## src/rtl/prle_pkg.sv

```systemverilog
// Shared constants and types for the palette run-length encoder.
package prle_pkg;

    localparam int PAL_DEPTH = 64;
    localparam int IDX_W     = (PAL_DEPTH > 1) ? $clog2(PAL_DEPTH) : 1;
    localparam int PCNT_W    = $clog2(PAL_DEPTH + 1);
    localparam int MAX_LINE  = 4096;
    localparam int RUN_W     = $clog2(MAX_LINE + 1);
    localparam int LEN_W     = 13;
    localparam int CIDX_W    = 6;
    localparam int QDEPTH    = 4;
    localparam int QPTR_W    = $clog2(QDEPTH);
    localparam int QCNT_W    = $clog2(QDEPTH + 1);

    typedef struct packed {
        logic [7:0] blue;
        logic [7:0] green;
        logic [7:0] red;
    } rgb_t;

    // classified pixel handed from the palette front to the run back end
    typedef struct packed {
        logic [IDX_W-1:0] idx;
        rgb_t             color;
        logic [7:0]       alpha;
        logic             first;
        logic             last;
        logic             full;
    } item_t;

    typedef struct packed {
        logic [LEN_W-1:0]  len;
        logic [CIDX_W-1:0] cidx;
        rgb_t              color;
        logic              valid;
        logic              eol;
        logic              full;
    } result_t;

endpackage

```

## src/rtl/prle_front.sv

```systemverilog
// Palette front: content-addressed color lookup and index assignment.
module prle_front (
    input  logic            clk,
    input  logic            rst_n,
    input  prle_pkg::rgb_t  pix_color,
    input  logic [7:0]      pix_alpha,
    input  logic            line_first,
    input  logic            line_last,
    input  logic            image_first,
    input  logic            take,
    output prle_pkg::item_t item
);
    import prle_pkg::*;

    rgb_t              pal_reg [PAL_DEPTH];
    logic [PCNT_W-1:0] pcnt_reg, pcnt_next;
    logic              ovf_reg, ovf_next;
    logic [PCNT_W-1:0] eff_cnt;
    logic              eff_ovf;
    logic [PAL_DEPTH-1:0] match;
    logic              hit;
    logic [IDX_W-1:0]  hit_idx;
    logic              do_insert;

    always_comb
    begin
        eff_cnt = image_first ? '0 : pcnt_reg;
        eff_ovf = image_first ? 1'b0 : ovf_reg;
        hit_idx = '0;
        for (int i = 0; i < PAL_DEPTH; i++)
        begin
            match[i] = (PCNT_W'(i) < eff_cnt) && (pal_reg[i] == pix_color);
            if (match[i])
                hit_idx = hit_idx | IDX_W'(i);
        end
        hit = |match;

        do_insert  = 1'b0;
        pcnt_next  = eff_cnt;
        ovf_next   = eff_ovf;
        item.color = pix_color;
        if (hit)
        begin
            item.idx = hit_idx;
        end
        else if (eff_cnt < PCNT_W'(PAL_DEPTH))
        begin
            item.idx  = eff_cnt[IDX_W-1:0];
            do_insert = 1'b1;
            pcnt_next = eff_cnt + PCNT_W'(1);
        end
        else
        begin
            // palette full: map to the last entry
            item.idx   = IDX_W'(PAL_DEPTH - 1);
            item.color = pal_reg[PAL_DEPTH-1];
            ovf_next   = 1'b1;
        end
        item.alpha = pix_alpha;
        item.first = line_first;
        item.last  = line_last;
        item.full  = ovf_next;
    end

    always_ff @(posedge clk or negedge rst_n)
    begin
        if (!rst_n)
        begin
            pcnt_reg <= '0;
            ovf_reg  <= 1'b0;
        end
        else if (take)
        begin
            pcnt_reg <= pcnt_next;
            ovf_reg  <= ovf_next;
        end
    end

    always_ff @(posedge clk)
    begin
        if (take && do_insert)
            pal_reg[eff_cnt[IDX_W-1:0]] <= pix_color;
    end

endmodule

```

## src/rtl/prle_queue.sv

```systemverilog
// Short queue of classified pixels between the front and the back end.
module prle_queue (
    input  logic            clk,
    input  logic            rst_n,
    input  logic            push,
    input  prle_pkg::item_t push_item,
    output logic            not_full,
    input  logic            pop,
    output logic            not_empty,
    output prle_pkg::item_t head
);
    import prle_pkg::*;

    item_t             mem_reg [QDEPTH];
    logic [QPTR_W-1:0] wr_reg, rd_reg;
    logic [QCNT_W-1:0] cnt_reg;

    assign not_full  = (cnt_reg != QCNT_W'(QDEPTH));
    assign not_empty = (cnt_reg != '0);
    assign head      = mem_reg[rd_reg];

    always_ff @(posedge clk or negedge rst_n)
    begin
        if (!rst_n)
        begin
            wr_reg  <= '0;
            rd_reg  <= '0;
            cnt_reg <= '0;
        end
        else
        begin
            if (push)
                wr_reg <= wr_reg + QPTR_W'(1);
            if (pop)
                rd_reg <= rd_reg + QPTR_W'(1);
            cnt_reg <= cnt_reg + QCNT_W'(push) - QCNT_W'(pop);
        end
    end

    always_ff @(posedge clk)
    begin
        if (push)
            mem_reg[wr_reg] <= push_item;
    end

endmodule

```

## src/rtl/prle_back.sv

```systemverilog
// Run back end: tracks the open run, emits results through a two-slot buffer.
module prle_back (
    input  logic              clk,
    input  logic              rst_n,
    input  logic              q_valid,
    input  prle_pkg::item_t   q_item,
    output logic              q_pop,
    output logic              res_valid,
    input  logic              res_ready,
    output prle_pkg::result_t res
);
    import prle_pkg::*;

    logic [IDX_W-1:0] run_idx_reg, run_idx_next;
    rgb_t             run_color_reg, run_color_next;
    logic [7:0]       run_alpha_reg, run_alpha_next;
    logic [RUN_W-1:0] run_cnt_reg, run_cnt_next;
    result_t          slot_reg [2];
    result_t          slot_next [2];
    logic [1:0]       ocnt_reg, ocnt_next, ocnt_after;
    logic             emit0, emit1, restart, opop;
    logic [1:0]       npush;
    result_t          r0, r1, r_one;
    logic [RUN_W-1:0] new_cnt;
    logic [31:0]      len32, idx32;

    always_comb
    begin
        emit0   = 1'b0;
        restart = 1'b1;
        if (!q_item.first && run_cnt_reg != '0)
        begin
            restart = (q_item.idx != run_idx_reg) || (q_item.alpha != run_alpha_reg);
            emit0   = restart && (run_alpha_reg != 8'd0);
        end
        emit1 = q_item.last;
        npush = {1'b0, emit0} + {1'b0, emit1};

        // result for a run change, from the run as it stands
        len32      = 32'(run_cnt_reg);
        idx32      = 32'(run_idx_reg);
        r0.len     = len32[LEN_W-1:0];
        r0.cidx    = idx32[CIDX_W-1:0];
        r0.color   = run_color_reg;
        r0.valid   = 1'b1;
        r0.eol     = 1'b0;
        r0.full    = q_item.full;

        run_idx_next   = run_idx_reg;
        run_color_next = run_color_reg;
        run_alpha_next = run_alpha_reg;
        if (restart)
        begin
            run_idx_next   = q_item.idx;
            run_color_next = q_item.color;
            run_alpha_next = q_item.alpha;
            new_cnt        = RUN_W'(1);
        end
        else if (run_cnt_reg < RUN_W'(MAX_LINE))
            new_cnt = run_cnt_reg + RUN_W'(1);
        else
            new_cnt = run_cnt_reg;

        // closing result at line end, from the updated run
        len32 = 32'(new_cnt);
        idx32 = 32'(run_idx_next);
        if (run_alpha_next != 8'd0)
        begin
            r1.len   = len32[LEN_W-1:0];
            r1.cidx  = idx32[CIDX_W-1:0];
            r1.color = run_color_next;
            r1.valid = 1'b1;
        end
        else
        begin
            r1.len   = '0;
            r1.cidx  = '0;
            r1.color = '0;
            r1.valid = 1'b0;
        end
        r1.eol  = 1'b1;
        r1.full = q_item.full;

        run_cnt_next = q_item.last ? '0 : new_cnt;

        opop       = (ocnt_reg != 2'd0) && res_ready;
        ocnt_after = ocnt_reg - {1'b0, opop};

        // take the item only when the buffer has room for all its results
        case (npush)
            2'd0:    q_pop = q_valid;
            2'd1:    q_pop = q_valid && (ocnt_after != 2'd2);
            default: q_pop = q_valid && (ocnt_after == 2'd0);
        endcase

        slot_next[0] = opop ? slot_reg[1] : slot_reg[0];
        slot_next[1] = slot_reg[1];
        r_one = emit0 ? r0 : r1;
        ocnt_next = ocnt_after;
        if (q_pop)
        begin
            ocnt_next = ocnt_after + npush;
            if (npush == 2'd2)
            begin
                slot_next[0] = r0;
                slot_next[1] = r1;
            end
            else if (npush == 2'd1)
            begin
                if (ocnt_after == 2'd0)
                    slot_next[0] = r_one;
                else
                    slot_next[1] = r_one;
            end
        end
    end

    assign res_valid = (ocnt_reg != 2'd0);
    assign res       = slot_reg[0];

    always_ff @(posedge clk or negedge rst_n)
    begin
        if (!rst_n)
        begin
            run_idx_reg   <= '0;
            run_color_reg <= '0;
            run_alpha_reg <= '0;
            run_cnt_reg   <= '0;
            ocnt_reg      <= '0;
        end
        else
        begin
            if (q_pop)
            begin
                run_idx_reg   <= run_idx_next;
                run_color_reg <= run_color_next;
                run_alpha_reg <= run_alpha_next;
                run_cnt_reg   <= run_cnt_next;
            end
            ocnt_reg <= ocnt_next;
        end
    end

    always_ff @(posedge clk)
    begin
        slot_reg[0] <= slot_next[0];
        slot_reg[1] <= slot_next[1];
    end

    a_ocnt_bound: assert property (@(posedge clk) disable iff (!rst_n)
        ocnt_reg <= 2'd2)
        else $error("result buffer count out of range");

    a_run_cnt_bound: assert property (@(posedge clk) disable iff (!rst_n)
        run_cnt_reg <= RUN_W'(MAX_LINE))
        else $error("run count above line limit");

    a_line_closed: assert property (@(posedge clk) disable iff (!rst_n)
        (q_pop && q_item.last) |=> (run_cnt_reg == '0))
        else $error("line still open after line end");

    a_empty_run: assert property (@(posedge clk) disable iff (!rst_n)
        (res_valid && !res.valid) |-> (res.len == '0 && res.eol))
        else $error("closing result carries a run");

endmodule

```

## src/rtl/palette_run_length_encoder.sv

```systemverilog
// A pixel is classified on acceptance, held in the queue, and its results are
// registered in the output buffer. Throughput: one pixel per clock unless the queue or
// buffer is full; a pixel closing a run at line end yields two results for the single result port.
// The palette match is a parallel compare over all entries, updated per pixel.
// Reset (rst_n low, asynchronous) empties the queue and the output buffer, clears
// run and palette counts; palette contents stay undefined, masked by the fill count.
module palette_run_length_encoder (
    input  logic        clk,
    input  logic        rst_n,
    input  logic        s_axis_tvalid,
    output logic        s_axis_tready,
    input  logic [31:0] s_axis_tdata,   // red, green, blue, alpha
    input  logic        s_axis_tlast,   // line_last
    input  logic [1:0]  s_axis_tuser,   // line_first, image_first
    output logic        m_axis_tvalid,
    input  logic        m_axis_tready,
    output logic [47:0] m_axis_tdata,   // run_length, pal_index, run_red, run_green, run_blue
    output logic        m_axis_tlast,   // end_of_line
    output logic [1:0]  m_axis_tuser    // run_valid, palette_full
);
    import prle_pkg::*;

    rgb_t    pix_color;
    item_t   front_item, q_head;
    logic    q_not_full, q_not_empty, q_pop, take;
    result_t res;

    assign pix_color.red   = s_axis_tdata[7:0];
    assign pix_color.green = s_axis_tdata[15:8];
    assign pix_color.blue  = s_axis_tdata[23:16];
    assign s_axis_tready   = q_not_full;
    assign take            = s_axis_tvalid && q_not_full;

    prle_front u_front (
        .clk         (clk),
        .rst_n       (rst_n),
        .pix_color   (pix_color),
        .pix_alpha   (s_axis_tdata[31:24]),
        .line_first  (s_axis_tuser[0]),
        .line_last   (s_axis_tlast),
        .image_first (s_axis_tuser[1]),
        .take        (take),
        .item        (front_item)
    );

    prle_queue u_queue (
        .clk       (clk),
        .rst_n     (rst_n),
        .push      (take),
        .push_item (front_item),
        .not_full  (q_not_full),
        .pop       (q_pop),
        .not_empty (q_not_empty),
        .head      (q_head)
    );

    prle_back u_back (
        .clk       (clk),
        .rst_n     (rst_n),
        .q_valid   (q_not_empty),
        .q_item    (q_head),
        .q_pop     (q_pop),
        .res_valid (m_axis_tvalid),
        .res_ready (m_axis_tready),
        .res       (res)
    );

    assign m_axis_tdata = {5'b0, res.color.blue, res.color.green, res.color.red,
                           res.cidx, res.len};
    assign m_axis_tlast = res.eol;
    assign m_axis_tuser = {res.full, res.valid};

endmodule
```

## config.mk

```make
export PLATFORM = sky130hd
export DESIGN_NAME = palette_run_length_encoder
export DESIGN_NICKNAME = d
export VERILOG_FILES = /design/src/rtl/prle_pkg.sv /design/src/rtl/prle_front.sv /design/src/rtl/prle_queue.sv /design/src/rtl/prle_back.sv /design/src/rtl/palette_run_length_encoder.sv
export SDC_FILE = /design/constraint.sdc
export NUM_CORES = 2
export LEC_CHECK = 0
export ABC_CLOCK_PERIOD_IN_PS = 11600
export BUFFER_PORTS_ARGS = -buffer_cell sky130_fd_sc_hd__buf_2
export CORE_MARGIN = 2
export CORE_UTILIZATION = 60
export CTS_CLUSTER_DIAMETER = 200
export CTS_CLUSTER_SIZE = 12
export DETAILED_ROUTE_END_ITERATION = 10
export PLACE_DENSITY_LB_ADDON = 0.25
export SYNTH_ARGS = -nofsm -noshare
export SYNTH_HDL_FRONTEND = slang
export SYNTH_SLANG_ARGS = --single-unit
```

## constraint.sdc

```tcl
create_clock -name clk -period 11.6 [get_ports clk]
set_clock_uncertainty 0.1 [all_clocks]
set_input_delay 0.58 -clock clk [delete_from_list [all_inputs] [get_ports clk]]
set_output_delay 0.58 -clock clk [all_outputs]
set_load 0.02 [all_outputs]
```

==> Yosys cells after proc, flatten, opt, wreduce, memory -nomap -nowiden <==
Memory sizes are Yosys's and may differ from the RTL's.
Index checks and enable logic that the tools add are counted.
{ "classes": {"n_addsub": 9, "magnitude_cmp": 66, "n_eq_ne": 70, "mux": 112, "reduce_logical": 81} }
{ "op_table": {"columns": ["op", "n"], "rows": [
  ["$eq 24x24->1", 64],
  ["$mux 92", 6],
  ["$mux 46", 10],
  ["$lt 6x7->1 const A", 32],
  ["$mux 6", 36],
  ["$lt 5x7->1 const A", 16],
  ["$mux 24", 4],
  ["$mux 5", 16],
  ["$logic_and 1x1->1", 71],
  ["$reduce_or 64->1", 1],
  ["$lt 4x7->1 const A", 8],
  ["$mux 13", 4],
  ["$mux 44", 1],
  ["$mux 4", 8],
  ["$lt 3x7->1 const A", 4],
  ["$mux 7", 4],
  ["$reduce_bool 8->1", 2],
  ["$lt 1x7->1 const A", 2],
  ["$lt 2x7->1 const A", 2],
  ["$mux 1", 14],
  ["$add 13x1->13 const B", 1],
  ["$lt 13x13->1 const B", 1],
  ["$reduce_bool 13->1", 1],
  ["$mux 3", 4],
  ["22 further kinds", 26]
]} }
{ "totals": {"register_bits": 68, "mem_bits_rw": 1792, "inputBits": 39, "out_inout_bits": 53, "wordCells": 353, "mem_count": 3} }
{ "memory_table": {"columns": ["name", "depth", "width", "rd", "rd_clocked_by_memory_dff", "write_ports", "line", "source"], "rows": [
  ["u_front.pal_reg", 64, 24, 64, 0, 1, "prle_front.sv:15", "rgb_t pal_reg [PAL_DEPTH];"],
  ["u_queue.mem_reg", 4, 41, 1, 0, 1, "prle_queue.sv:14", "item_t mem_reg [QDEPTH];"],
  ["u_back.slot_reg", 2, 46, 2, 0, 2, "prle_back.sv:18", "result_t slot_reg [2];"]
]} }

==> Depth between registers and ports, before layout <==
{ "depth": {"ltp_word": 67, "mapped_depth": 21} }

==> By module <==
A second synthesis with hierarchy kept.
{ "unflattened": {"hier_cells": 5309, "hier_area_um2": 80910.1} }
{ "by_module_without_submodules": {"columns": ["mod", "instances", "cells_each", "area_each_um2", "seq_area_each_um2"], "rows": [
  ["prle_front", 1, 4344, 67350.8, 46324.4],
  ["prle_back", 1, 708, 7149.4, 3628.5],
  ["prle_queue", 1, 250, 6362.4, 5099.9],
  ["palette_run_length_encoder", 1, 7, 47.5, 0.0]
]} }

==> Worst setup path after synthesis <==
Ideal clock, no wire load.
{ "synth_path": {"path_kind": "flip-flop to flip-flop", "from": "reg, netlist name u_queue.rd_reg[0]", "to": "mem u_back.slot_reg[0][46] (netlist bit) (enable)", "setup_ps": 506, "t_arrival_ps": 6378, "required_time_ps": 10994, "setup_slack_ps": 4616, "stages_incl_launch_ff": 15, "n_path_buf": 4, "period_less_slack_ps": 6984, "path_cell_list": "dfrtp_1 > buf_6 > buf_6 > mux4_2 > xnor2_1 > nand4_1 > nor4_4 > a211oi_2 > inv_1 > clkbuf_1 > ha_1 > nor2_1 > o31ai_1 > clkbuf_1 > nor3_1"} }
{ "synth_lines": {"columns": ["element", "line"], "rows": [
  ["end: declaration", "prle_back.sv:18"]
]} }

==> Worst setup path after layout <==
{ "layout_path": {"from": "reg u_front.pcnt_reg[6]", "to": "mem u_front.pal_reg[43][2] (netlist bit) (enable)"} }
{ "layout_via": {"elab_chain_len": 8, "elab_cells_between_ends": 137, "cone_classes": "order compare (65); mux (6); reduce/logical (66)"} }
{ "layout_lines": {"columns": ["element", "line", "source"], "rows": [
  ["start: declaration", "prle_front.sv:16", "logic [PCNT_W-1:0] pcnt_reg, pcnt_next;"],
  ["start signal: assignment", "prle_front.sv:74", "pcnt_reg <= pcnt_next;"],
  ["$mux 7 (*)", "prle_front.sv:27", "eff_cnt = image_first ? '0 : pcnt_reg;"],
  ["$lt 1x7->1 (tied with other cells)", "prle_front.sv:32", "match[i] = (PCNT_W'(i) < eff_cnt) && (pal_reg[i] == pix_color);"],
  ["$logic_and 1x1->1 / $mux 1 (equally long branches)", "prle_front.sv:32, prle_front.sv:46", null],
  ["$reduce_or 64->1 / $mux 1 (equally long branches)", "prle_front.sv:36, prle_front.sv:42", null],
  ["$mux 1 (*)", "prle_front.sv:42", "if (hit)"],
  ["$logic_and 1x1->1 (*)", "prle_front.sv:81", "if (take && do_insert)"],
  ["$mux 1 (*)", "prle_front.sv:81", null],
  ["$mux 1 (implied by the code) (*)", "prle_front.sv:82", "pal_reg[eff_cnt[IDX_W-1:0]] <= pix_color;"],
  ["end: declaration", "prle_front.sv:15", null]
]} }
Mark *: on every way between the ends. The rest lies on a longest branch, timed or not. The select of a mux whose other input is x is not followed.

==> flow_summary.json <==
{
  "status": "finished clean",
  "drt-initial-drc-count": 4928,
  "register_area_mm2": 0.0551,
  "worstPathArrival_ns": 7.59,
  "power_frac_seq": 0.497,
  "most-common-layout-cells": "1746 x edfxtp_1, 1015 x xor2_1, 547 x xnor2_1",
  "cts_hold_buf": 12,
  "cts.sinks": 1860,
  "hold_viol": 0,
  "worst_slack_ns": 4.31,
  "power.total_mw": 16.6,
  "cts_buffers": 172,
  "core_area_mm2": 0.135,
  "yosys_register_bits": 1860,
  "synth_ff_type": "edfxtp_1",
  "finalSetupViolCount": 0,
  "cp-end-kind": "flop",
  "grt_pass1_wl_um": 291000,
  "ir_worst_vdd_uv": 305,
  "drc": 0,
  "place_hpwl_um": 111000,
  "die_x_um": 373,
  "power.clock.fraction": 0.301,
  "grt_max_degree": 96,
  "largest_reg_flops": 1536,
  "start_util": 0.604,
  "worstHoldStart": "s_axis_tdata[13]",
  "combPwrFrac": 0.202,
  "r2r_start": "u_front.pcnt_reg[6]",
  "layout.nets": 5518,
  "cts_tree": "done",
  "hold_class": "in2reg",
  "grt.overflow.total": 0,
  "setup-tns-final_ns": 0,
  "critPathKind": "reg2reg",
  "antenna_found_initial": 4,
  "min_period_over_period": 0.629,
  "num_io_pins": 92,
  "drive_above_1_share": 0.104,
  "async_flop_share": 0.0366,
  "gp_congestion": 0.952,
  "avgSynthCellArea_um2": 15.2,
  "ys_warn_count": 0,
  "clock-root-buffer": "clkbuf_16",
  "grt_use_total": 0.280,
  "design_area_mm2": 0.0878,
  "p_leak_nw": 28.7,
  "totalWireLength_um": 195000,
  "p_sw_mw": 4.88,
  "nFillCells": 9388,
  "area_growth_pct": 7.39,
  "rsz0062_at_grt": "no",
  "worstMarginPinSlew_ns": 1.37,
  "relSlewSlack": 0.0874,
  "dr.pass1.iters": 5,
  "ys_types": 91,
  "synthCells": 5391,
  "dieArea_mm2": 0.139,
  "synth_area_mm2": 0.0818,
  "clk_latency_ns": 0.80,
  "postRouteAntennaNets": 0,
  "place_ws_ns": 4.23,
  "worstHoldPathCells": 1,
  "clockBufferDepth": 3,
  "reg2reg_depth": 13,
  "maxSlewViolCount": 0,
  "p_per_area_mw_per_mm2": 189,
  "start_kind": "flop",
  "period_needed_ns": 7.29,
  "port-buffer-count": 86,
  "netSwitchingFraction": 0.294,
  "cts_post_setup_buffers_inserted": 0,
  "synth-seq-area-share": 0.673,
  "multi_input_area_mm2": 0.0242,
  "fmax_mhz": 137,
  "dp_cells": 7058,
  "fin_cells": 7294,
  "required_ns": 11.90,
  "clk_pin_slew_ns": 0.06,
  "cap_violations": 0,
  "internal_power_mw": 11.7,
  "layout_commonest_cell": "edfxtp_1",
  "cts-resized-gates": 0,
  "vias": 44900,
  "row_count": 135,
  "path_max_fanout": 28,
  "die-height_um": 373,
  "routed_via_density": 6.15,
  "cp-startpoint": "u_front.pcnt_reg[6]",
  "placed_cell_area_mm2": 0.0831,
  "grt_pass1_vias": 44000,
  "wire_per_inst_um": 26.7,
  "synth-edff-count": 1746,
  "h-tree-depth": 4
}
## power groups by stage
stage | combinational (mW) | sequential, mW | clock (mW)
after floorplan | 2.44 | 8.26 | 0
after detailed placement | 3.33 | 8.38 | 0
after global placement | 3.26 | 8.35 | 0
after global routing | 3.65 | 8.28 | 5.29
after CTS | 3.35 | 8.24 | 5.05
final | 3.35 | 8.25 | 4.99
## layout make-up
type | count | share of cell area
clock inverter | 7 | 0.00120
antenna | 2 | 0.0000570
inverter | 25 | 0.00107
tap | 1781 | 0.0254
timing repair buffer | 218 | 0.0191
clock buffer | 215 | 0.0511
multi-input combinational | 3186 | 0.275
sequential | 1860 | 0.627
## critical path, stage by stage (launching register included)
cell and delay (ns):
dfrtp_1 0.65, inv_2 0.18, nor2_1 0.06, buf_4 0.25
inv_2 0.52, nand2_1 0.63, nand3_1 0.34, o22ai_1 0.23
a211oi_1 0.60, nand4_1 0.37, nor3_4 0.47, and3_1 0.55
nand2_1 0.74, nor2_2 1.16
## synth_stat cells, drive strengths merged, types with 48 or more instances
| library cell | instances | area, µm² |
|---|---|---|
| nand4 | 195 | 1220 |
| a21oi | 149 | 749 |
| mux2 | 48 | 541 |
| clkbuf | 76 | 289 |
| nor4 | 300 | 1900 |
| xnor2 | 547 | 4790 |
| nor3 | 56 | 322 |
| o21ai | 108 | 541 |
| xor2 | 1015 | 8890 |
| edfxtp | 1746 | 52400 |
| nand2 | 299 | 1140 |
| nor2 | 119 | 464 |
| dfrtp | 68 | 1700 |
| buf | 248 | 2460 |
## through the flow
step	hold WS (ns)	utilization
floorplan	0.184	-
global placement	0.307	0.614
detailed placement	0.312	0.614
CTS	0.0857	0.649
global route	0.105	0.649
finish	0.107	0.649
## routing by layer
layer	wire (µm)	GRT usage	part of all wire	vias up
met4	5560	0.0850	0.029	2
met1	84200	0.408	0.43	22900
met3	14200	0.0439	0.073	349
met5	12	0	0.000062	-
met2	91000	0.438	0.47	1814
li1	-	-	-	19800
## final timing paths
path / slack, ns / endpoint
worst min register to register: 0.40 / u_front.ovf_reg
worst max register to register: 4.31 / u_front.pal_reg[43][2]
max in group asynchronous: 10.25 / u_queue.rd_reg[1]
worst max-delay path: 4.31 / u_front.pal_reg[43][2]
min in group asynchronous: 0.45 / u_back.run_cnt_reg[5]
worst min-delay path: 0.11 / u_front.pal_reg[4][13]
## cells by family after synthesis
| family | Yosys count | synth area share |
|---|---|---|
| compound gates | 372 | 0.0274 |
| flops | 1860 | 0.673 |
| xor+xnor | 1562 | 0.167 |
| fa+ha+maj | 16 | 0.00254 |
| buf+inv | 349 | 0.0348 |
| mux | 100 | 0.0193 |
| simple gates | 1131 | 0.0754 |
| other cells | 1 | 0.0000459 |
Power figures use the tool's default switching activity.
